===== src/sv/snorm_pkg.sv =====
// snorm_pkg: shared types, state encoding and exponent tables for softmax_normalizer
// depends on nothing; used by snorm_exp, snorm_div and softmax_normalizer
`default_nettype none

package snorm_pkg;

    localparam int unsigned EXP_W      = 16;
    localparam int unsigned QUOT_W     = 17;
    localparam int unsigned DIVIDEND_W = 33;
    localparam int unsigned PROD_W     = 34;
    localparam int unsigned TAB_W      = 17;

    typedef struct packed {
        logic signed [15:0] score;
        logic               last;
    } score_item_t;

    typedef struct packed {
        logic [3:0]  class_index;
        logic [15:0] probability;
        logic        final_result;
        logic        overflow;
    } result_item_t;

    typedef enum logic [2:0] {
        ST_LOAD,
        ST_READ,
        ST_EXP1,
        ST_EXP2,
        ST_EVAL,
        ST_DIV
    } state_t;

    // exp(-k) for integer k, Q1.16
    function automatic logic [TAB_W-1:0] eint(input logic [4:0] k);
        logic [TAB_W-1:0] v;
        case (k)
            5'd0:    v = 17'd65536;
            5'd1:    v = 17'd24109;
            5'd2:    v = 17'd8869;
            5'd3:    v = 17'd3263;
            5'd4:    v = 17'd1200;
            5'd5:    v = 17'd442;
            5'd6:    v = 17'd162;
            5'd7:    v = 17'd60;
            5'd8:    v = 17'd22;
            5'd9:    v = 17'd8;
            5'd10:   v = 17'd3;
            5'd11:   v = 17'd1;
            default: v = 17'd0;
        endcase
        return v;
    endfunction

    // exp(-j/16), Q1.16
    function automatic logic [TAB_W-1:0] ehi(input logic [3:0] j);
        logic [TAB_W-1:0] v;
        case (j)
            4'd0:    v = 17'd65536;
            4'd1:    v = 17'd61565;
            4'd2:    v = 17'd57835;
            4'd3:    v = 17'd54331;
            4'd4:    v = 17'd51039;
            4'd5:    v = 17'd47947;
            4'd6:    v = 17'd45042;
            4'd7:    v = 17'd42313;
            4'd8:    v = 17'd39750;
            4'd9:    v = 17'd37341;
            4'd10:   v = 17'd35079;
            4'd11:   v = 17'd32954;
            4'd12:   v = 17'd30957;
            4'd13:   v = 17'd29081;
            4'd14:   v = 17'd27319;
            default: v = 17'd25664;
        endcase
        return v;
    endfunction

    // exp(-i/256), Q1.16
    function automatic logic [TAB_W-1:0] elo(input logic [3:0] i);
        logic [TAB_W-1:0] v;
        case (i)
            4'd0:    v = 17'd65536;
            4'd1:    v = 17'd65280;
            4'd2:    v = 17'd65026;
            4'd3:    v = 17'd64772;
            4'd4:    v = 17'd64520;
            4'd5:    v = 17'd64268;
            4'd6:    v = 17'd64018;
            4'd7:    v = 17'd63768;
            4'd8:    v = 17'd63520;
            4'd9:    v = 17'd63272;
            4'd10:   v = 17'd63025;
            4'd11:   v = 17'd62780;
            4'd12:   v = 17'd62535;
            4'd13:   v = 17'd62291;
            4'd14:   v = 17'd62048;
            default: v = 17'd61806;
        endcase
        return v;
    endfunction

endpackage

`default_nettype wire


===== src/sv/snorm_exp.sv =====
// snorm_exp: two-stage exp(-m) unit, m in Q8.8, result unsigned Q0.16
// depends on snorm_pkg (exponent tables, widths)
`default_nettype none

module snorm_exp (
    input  wire logic        clk,
    input  wire logic [15:0] m,
    output logic [15:0]      e
);

    logic [snorm_pkg::PROD_W-1:0] p1_reg;
    logic [snorm_pkg::PROD_W-1:0] p1_next;
    logic [3:0]                   lo_idx_reg;
    logic                         zero1_reg;
    logic                         zero1_next;
    logic [snorm_pkg::PROD_W-1:0] p2_reg;
    logic [snorm_pkg::PROD_W-1:0] p2_next;
    logic                         zero2_reg;
    logic [snorm_pkg::PROD_W-1:0] p1_round;
    logic [snorm_pkg::TAB_W-1:0]  t;
    logic [snorm_pkg::PROD_W-1:0] p2_round;
    logic [17:0]                  e_wide;

    // stage 1: integer part times high fraction
    always_comb
    begin
        zero1_next = (m > 16'd4096);
        p1_next    = snorm_pkg::PROD_W'(snorm_pkg::eint(m[12:8]))
                   * snorm_pkg::PROD_W'(snorm_pkg::ehi(m[7:4]));
    end

    // stage 2: round, then low fraction
    always_comb
    begin
        p1_round = p1_reg + snorm_pkg::PROD_W'(32768);
        t        = p1_round[32:16];
        p2_next  = snorm_pkg::PROD_W'(t) * snorm_pkg::PROD_W'(snorm_pkg::elo(lo_idx_reg));
    end

    always_ff @(posedge clk)
    begin
        p1_reg     <= p1_next;
        lo_idx_reg <= m[3:0];
        zero1_reg  <= zero1_next;
        p2_reg     <= p2_next;
        zero2_reg  <= zero1_reg;
    end

    always_comb
    begin
        p2_round = p2_reg + snorm_pkg::PROD_W'(32768);
        e_wide   = p2_round[33:16];
        if (zero2_reg)
        begin
            e = 16'd0;
        end
        else if (e_wide > 18'd65535)
        begin
            e = 16'hFFFF;
        end
        else
        begin
            e = e_wide[15:0];
        end
    end

endmodule

`default_nettype wire


===== src/sv/snorm_div.sv =====
// snorm_div: restoring divider, one quotient bit per cycle, 17-bit quotient
// depends on snorm_pkg (widths); quotient must fit 17 bits
`default_nettype none

module snorm_div #(
    parameter int unsigned SUM_W = 21
) (
    input  wire logic                                clk,
    input  wire logic                                rst_n,
    input  wire logic                                start,
    input  wire logic [snorm_pkg::DIVIDEND_W-1:0]    dividend,
    input  wire logic [SUM_W-1:0]                    divisor,
    output logic                                     busy,
    output logic [snorm_pkg::QUOT_W-1:0]             quotient
);

    logic                         busy_reg;
    logic                         busy_next;
    logic [4:0]                   cnt_reg;
    logic [4:0]                   cnt_next;
    logic [SUM_W-1:0]             rem_reg;
    logic [SUM_W-1:0]             rem_next;
    logic [snorm_pkg::QUOT_W-1:0] quot_reg;
    logic [snorm_pkg::QUOT_W-1:0] quot_next;
    logic [SUM_W:0]               trial;
    logic [SUM_W:0]               diff;
    logic                         ge;

    always_comb
    begin
        trial     = {rem_reg, quot_reg[snorm_pkg::QUOT_W-1]};
        diff      = trial - {1'b0, divisor};
        ge        = (trial >= {1'b0, divisor});
        busy_next = busy_reg;
        cnt_next  = cnt_reg;
        rem_next  = rem_reg;
        quot_next = quot_reg;
        if (start)
        begin
            busy_next = 1'b1;
            cnt_next  = 5'(snorm_pkg::QUOT_W);
            rem_next  = SUM_W'(dividend[snorm_pkg::DIVIDEND_W-1:snorm_pkg::QUOT_W]);
            quot_next = dividend[snorm_pkg::QUOT_W-1:0];
        end
        else if (busy_reg)
        begin
            rem_next  = ge ? diff[SUM_W-1:0] : trial[SUM_W-1:0];
            quot_next = {quot_reg[snorm_pkg::QUOT_W-2:0], ge};
            cnt_next  = cnt_reg - 5'd1;
            busy_next = (cnt_reg != 5'd1);
        end
    end

    always_ff @(posedge clk or negedge rst_n)
    begin
        if (!rst_n)
        begin
            busy_reg <= 1'b0;
            cnt_reg  <= 5'd0;
        end
        else
        begin
            busy_reg <= busy_next;
            cnt_reg  <= cnt_next;
        end
    end

    always_ff @(posedge clk)
    begin
        rem_reg  <= rem_next;
        quot_reg <= quot_next;
    end

    assign busy     = busy_reg;
    assign quotient = quot_reg;

endmodule

`default_nettype wire


===== src/sv/softmax_normalizer.sv =====
// softmax_normalizer: fixed-point softmax with max subtraction over one score vector
// depends on snorm_pkg, snorm_exp, snorm_div
//
// Scores (signed Q8.8) are taken one per cycle while in the load state and written to an
// internal score memory while the running maximum is kept; up to MAX_CLASSES are stored
// and any further score is dropped, which sets overflow on every result of that vector.
// A transaction marked last starts two passes over the memory: a sum pass per stored
// class (memory read, two exponent multiplier stages, accumulate), then an emit pass per
// class (memory read, exponent, bit-serial divider, output register load) that also
// waits for the output register to be free. No new score is taken until the last result
// of a vector is loaded. Results leave in class order through an output register, the
// last one marked final_result, and probabilities are Q0.16 saturated at 65535.
`default_nettype none

module softmax_normalizer #(
    parameter int unsigned MAX_CLASSES = 16
) (
    input  wire logic                   clk,
    input  wire logic                   rst_n,
    input  wire logic                   score_valid,
    output logic                        score_ready,
    input  wire snorm_pkg::score_item_t score_data,
    output logic                        result_valid,
    input  wire logic                   result_ready,
    output snorm_pkg::result_item_t     result_data
);

    localparam int unsigned IDX_W = $clog2(MAX_CLASSES);
    localparam int unsigned CNT_W = $clog2(MAX_CLASSES + 1);
    localparam int unsigned SUM_W = snorm_pkg::EXP_W + CNT_W;

    snorm_pkg::state_t       state_reg;
    snorm_pkg::state_t       state_next;
    logic [CNT_W-1:0]        count_reg;
    logic [CNT_W-1:0]        count_next;
    logic signed [15:0]      max_reg;
    logic signed [15:0]      max_next;
    logic [SUM_W-1:0]        sum_reg;
    logic [SUM_W-1:0]        sum_next;
    logic                    dropped_reg;
    logic                    dropped_next;
    logic [IDX_W-1:0]        idx_reg;
    logic [IDX_W-1:0]        idx_next;
    logic                    emit_pass_reg;
    logic                    emit_pass_next;
    logic                    out_valid_reg;
    logic                    out_valid_next;
    snorm_pkg::result_item_t out_data_reg;
    snorm_pkg::result_item_t out_data_next;

    logic signed [15:0]      score_mem [MAX_CLASSES];
    logic signed [15:0]      rd_data_reg;

    logic                    accept_in;
    logic                    room;
    logic                    wr_en;
    logic                    last_idx;
    logic                    out_free;
    logic [15:0]             m;
    logic [15:0]             e;
    logic                    div_start;
    logic                    div_busy;
    logic [snorm_pkg::DIVIDEND_W-1:0] dividend;
    logic [snorm_pkg::QUOT_W-1:0]     quotient;
    logic [15:0]             prob;

    assign score_ready = (state_reg == snorm_pkg::ST_LOAD);
    assign accept_in   = score_valid && score_ready;
    assign room        = (count_reg < CNT_W'(MAX_CLASSES));
    assign wr_en       = accept_in && room;
    assign last_idx    = ((CNT_W'(idx_reg) + CNT_W'(1)) == count_reg);
    assign out_free    = !out_valid_reg || result_ready;
    assign m           = 16'(max_reg - rd_data_reg);
    assign dividend    = {1'b0, e, 16'd0} + snorm_pkg::DIVIDEND_W'(sum_reg >> 1);

    // score memory, one write and one registered read per cycle
    always_ff @(posedge clk)
    begin
        if (wr_en)
        begin
            score_mem[count_reg[IDX_W-1:0]] <= score_data.score;
        end
        rd_data_reg <= score_mem[idx_reg];
    end

    snorm_exp u_exp (
        .clk (clk),
        .m   (m),
        .e   (e)
    );

    snorm_div #(
        .SUM_W (SUM_W)
    ) u_div (
        .clk      (clk),
        .rst_n    (rst_n),
        .start    (div_start),
        .dividend (dividend),
        .divisor  (sum_reg),
        .busy     (div_busy),
        .quotient (quotient)
    );

    always_comb
    begin
        if (sum_reg == '0)
        begin
            prob = 16'd0;
        end
        else if (quotient[snorm_pkg::QUOT_W-1])
        begin
            prob = 16'hFFFF;
        end
        else
        begin
            prob = quotient[15:0];
        end
    end

    // next state
    always_comb
    begin
        state_next = state_reg;
        case (state_reg)
            snorm_pkg::ST_LOAD:
            begin
                if (accept_in && score_data.last)
                begin
                    state_next = snorm_pkg::ST_READ;
                end
            end
            snorm_pkg::ST_READ:
            begin
                state_next = snorm_pkg::ST_EXP1;
            end
            snorm_pkg::ST_EXP1:
            begin
                state_next = snorm_pkg::ST_EXP2;
            end
            snorm_pkg::ST_EXP2:
            begin
                state_next = snorm_pkg::ST_EVAL;
            end
            snorm_pkg::ST_EVAL:
            begin
                state_next = emit_pass_reg ? snorm_pkg::ST_DIV : snorm_pkg::ST_READ;
            end
            snorm_pkg::ST_DIV:
            begin
                if (!div_busy && out_free)
                begin
                    state_next = last_idx ? snorm_pkg::ST_LOAD : snorm_pkg::ST_READ;
                end
            end
            default:
            begin
                state_next = snorm_pkg::ST_LOAD;
            end
        endcase
    end

    // datapath and outputs
    always_comb
    begin
        count_next     = count_reg;
        max_next       = max_reg;
        sum_next       = sum_reg;
        dropped_next   = dropped_reg;
        idx_next       = idx_reg;
        emit_pass_next = emit_pass_reg;
        out_valid_next = out_valid_reg && !result_ready;
        out_data_next  = out_data_reg;
        div_start      = 1'b0;
        case (state_reg)
            snorm_pkg::ST_LOAD:
            begin
                if (accept_in)
                begin
                    if (room)
                    begin
                        count_next = count_reg + CNT_W'(1);
                        if (score_data.score > max_reg)
                        begin
                            max_next = score_data.score;
                        end
                    end
                    else
                    begin
                        dropped_next = 1'b1;
                    end
                    if (score_data.last)
                    begin
                        idx_next       = '0;
                        emit_pass_next = 1'b0;
                    end
                end
            end
            snorm_pkg::ST_EVAL:
            begin
                if (emit_pass_reg)
                begin
                    div_start = 1'b1;
                end
                else
                begin
                    sum_next = sum_reg + SUM_W'(e);
                    if (last_idx)
                    begin
                        emit_pass_next = 1'b1;
                        idx_next       = '0;
                    end
                    else
                    begin
                        idx_next = idx_reg + IDX_W'(1);
                    end
                end
            end
            snorm_pkg::ST_DIV:
            begin
                if (!div_busy && out_free)
                begin
                    out_valid_next             = 1'b1;
                    out_data_next.class_index  = 4'(idx_reg);
                    out_data_next.probability  = prob;
                    out_data_next.final_result = last_idx;
                    out_data_next.overflow     = dropped_reg;
                    if (last_idx)
                    begin
                        count_next     = '0;
                        max_next       = 16'sh8000;
                        sum_next       = '0;
                        dropped_next   = 1'b0;
                        idx_next       = '0;
                        emit_pass_next = 1'b0;
                    end
                    else
                    begin
                        idx_next = idx_reg + IDX_W'(1);
                    end
                end
            end
            default:
            begin
            end
        endcase
    end

    always_ff @(posedge clk or negedge rst_n)
    begin
        if (!rst_n)
        begin
            state_reg     <= snorm_pkg::ST_LOAD;
            count_reg     <= '0;
            max_reg       <= 16'sh8000;
            sum_reg       <= '0;
            dropped_reg   <= 1'b0;
            idx_reg       <= '0;
            emit_pass_reg <= 1'b0;
            out_valid_reg <= 1'b0;
        end
        else
        begin
            state_reg     <= state_next;
            count_reg     <= count_next;
            max_reg       <= max_next;
            sum_reg       <= sum_next;
            dropped_reg   <= dropped_next;
            idx_reg       <= idx_next;
            emit_pass_reg <= emit_pass_next;
            out_valid_reg <= out_valid_next;
        end
    end

    always_ff @(posedge clk)
    begin
        out_data_reg <= out_data_next;
    end

    assign result_valid = out_valid_reg;
    assign result_data  = out_data_reg;

endmodule

`default_nettype wire

===== config.mk =====
export PLATFORM = sky130hd
export DESIGN_NAME = softmax_normalizer
export DESIGN_NICKNAME = d
export VERILOG_FILES = /design/src/sv/snorm_pkg.sv /design/src/sv/snorm_exp.sv /design/src/sv/snorm_div.sv /design/src/sv/softmax_normalizer.sv
export SDC_FILE = /design/constraint.sdc
export NUM_CORES = 2
export LEC_CHECK = 0
export BUFFER_PORTS_ARGS = -buffer_cell sky130_fd_sc_hd__buf_2
export CAP_MARGIN = 20
export CORE_MARGIN = 8
export CORE_UTILIZATION = 70
export DETAILED_ROUTE_END_ITERATION = 10
export PLACE_DENSITY_LB_ADDON = 0.2
export SLEW_MARGIN = 0
export SYNTH_ARGS = -nofsm -noshare
export SYNTH_HDL_FRONTEND = slang
export SYNTH_SLANG_ARGS = --single-unit

===== constraint.sdc =====
create_clock -name clk -period 18.18 [get_ports clk]
set_clock_uncertainty 0.2 [all_clocks]
set_input_delay 0.909 -clock clk [delete_from_list [all_inputs] [get_ports clk]]
set_output_delay 0.909 -clock clk [all_outputs]
set_load 0.02 [all_outputs]

==> results.md <==
- Cell row count: 85
- Mux contribution to synthesized area: 5.242%
- Final setup violation count: 0
- WL final: 97660 um
- F_max: 0.1033 GHz
- Die height: 248.1 um
- Crit path depth: 31
- Largest area contributor in the netlist: edfxtp_1
- Layout cells sized above 1: 8.427%
- Final std cells w/o fill: 4270
- EDFF count, synth: 311
- Maxcap violations: 0
- Cts hold-fix bufs: 0
- Grt ovf: 0
- Max reg flops: 256
- Sum of buffers and inverters on the critical path: 4
- #FFs+latches synth: 442
- Post-Synthesis Cells: 3505
- Starting Density: 70.50%
- Worst slew margin: 26.32%
- Final core occ: 75.39%
- Xor and xnor area share after synthesis: 3.268%
- Antenna viol nets, final: 0
- Worst Setup End Kind: flip-flop
- First-pass GRT wire length: 154200 um
- Initial antenna violation count: 2
- Clock Latency Late Sink: 0.64 ns
- Tightest Pin Transition: 1.099 ns
- Setup crit start: max_reg[0]
- Synth Warn #: 0
- Synth cell types: 93
- DR vias/cell: 6.236
- Min-Delay Startpoint: u_exp.zero1_reg
- GRT Overall Usage: 32.66%
- Routed via count: 26630
- Port buffer count: 44
- Chip width: 248.1 um
- Reg2reg setup slack: 8.50 ns
- CTS Buf Count: 46
- Crit-path leading delay family: adder cells
- Core area: 53500 um2
- Worst r2r path cells: 31
- TritonCTS clock tree: yes
- Synth top area share: 24.76%
- Clock Path Buffers: 3
- Slew Viols, Final: 0
- Adder-cell share of the synthesized area: 32.51%
- H-tree depth: 2
- Slowest cell delay on critical path: 0.59 ns
- Clock Sinks: 442
- Die area: 61560 um2
- Via count of the first global-routing pass: 28400
- Post-synthesis sequential area ratio: 32.49%
- FF-to-FF End: u_exp.p1_reg[28]
- Mapped cell area: 37710 um2
- Post-Synth Simple-Gate Area: 12.33%
- Routed wire length per instance: 22.87 um
- Compound-Gate Fraction of Synth Area: 7.229%
- Period utilisation layout: 53.26%
- Placed instance count: 4180
- Placer Congestion: 0.9559
- Hold/Removal Path Class: flip-flop to flip-flop
- Root Buffer: clkbuf_16
- Syn-to-layout area delta: 6.930%
- Worst reg2reg startpoint: max_reg[0]
- Main combinational cell family by area after synthesis: adder cells
- Post-DP HPWL: 71400 um
- Status: complete, no violations
- Min Tclk post-route: 9.683 ns
- Post-CTS setup repair buffer count: 0
- Syn Nets: 4267
- RSZ-0062 raised after global routing: no
- Final Hold Fails: 0
- Crit path to: u_exp.p1_reg[28]
- First-pass detailed-route iteration total: 6
- Cts repair resizes: 0
- Slowest-stage cell, CP: o31ai_1
- Worst-path clk slew: 0.06 ns
- Worst Path Required: 18.49 ns
- Largest net degree at the start of global routing: 60
- Startpoint types: flip-flop
- Fin Setup TNS: 0 ns
- IO Pins: 45
- Mean Syn Cell Area: 10.76 um2
- Starting DRC count in detailed routing: 2099
- Hold path depth: 0
- Ys async rst share: 13.12%
- Ranking of synthesized cells by area: edfxtp_1 (25%), fa_1 (21%), ha_1 (11%)
- Most common cell on crit path: fa_1
- Layout Nets: 4296
- Crit path max fanout: 11
- Crit Path Category: flip-flop to flip-flop
- Primary FF master, synth: edfxtp_1
- DRC violations left: 0
- CP arrival: 9.99 ns
## cells in the final DEF, fill, tap and decap left out, drive strengths merged, types with 14 or more instances in the layout
cell and count:
inv 559, fa 397, ha 344, nand2 344
edfxtp 311, nor2 286, and2 115, a21oi 115
o21ai 107, buf 102, xnor2 85, mux4 80
dfxtp 73, clkbuf 61, dfrtp 57, xor2 51
a21o 47, nand2b 39, nand3 39, nor3 33
nor2b 27, and3 24, o21a 20, clkinv 20
nand4 18, a22o 17, o211ai 15, or3 14
a211oi 14
## per-stage QoR
step / hold WS (ns) / cell area (um2) / setup slack, ns
finish: 0.2674 / 40330 / 8.497
floorplan: 0.1096 / 37710 / 10.12
CTS: 0.2606 / 40270 / 8.645
global placement: 0.2291 / 38740 / 9.006
detailed placement: 0.2286 / 38750 / 8.748
global route: 0.2668 / 40320 / 8.072
## cells in the mapped netlist, types with 39 or more instances
master / count
inv_1: 556
fa_1: 397
ha_1: 344
nand2_1: 342
edfxtp_1: 311
nor2_1: 284
and2_1: 115
a21oi_1: 114
o21ai_0: 97
xnor2_1: 83
mux4_2: 80
clkbuf_1: 79
dfxtp_1: 73
dfrtp_1: 57
xor2_1: 49
a21o_1: 46
nand2b_1: 39
## logic make-up after synthesis
logic type | Yosys count
and+or+nand+nor | 989
AOI/OAI and AO/OA | 421
buffers and inverters | 678
xor gates and xnor gates | 136
adders and majority gates | 742
muxes | 97
DFF | 442
## worst min path at each step
stage	endpoint	slack [ns]
floorplan	u_exp.zero2_reg	0.11
global placement	u_exp.zero2_reg	0.23
detailed placement	u_exp.zero2_reg	0.23
CTS	u_exp.zero2_reg	0.26
global route	u_exp.zero2_reg	0.27
finish	u_exp.zero2_reg	0.27
## cell type report
| class | count | area (um2) |
|---|---|---|
| flip-flops and latches | 442 | 12260 |
| multi-input cells | 2385 | 22890 |
| fillers | 3544 | 13170 |
| well taps | 696 | 870.8 |
| clock buffers | 61 | 1270 |
| repair buffers | 102 | 695.7 |
| diodes | 2 | 5.005 |
| clock inverters | 25 | 250.2 |
| inverters | 557 | 2091 |
## routing by layer
metal / share of wire (%) / GRT usage, %
met5: 0 / 0
met4: 6.2 / 18.09
met3: 7.5 / 5.210
met2: 50 / 56.28
met1: 36 / 39.16
Power is not shown: default switching activity piles up to over one toggle a cycle in this logic, so the estimate is an artifact.
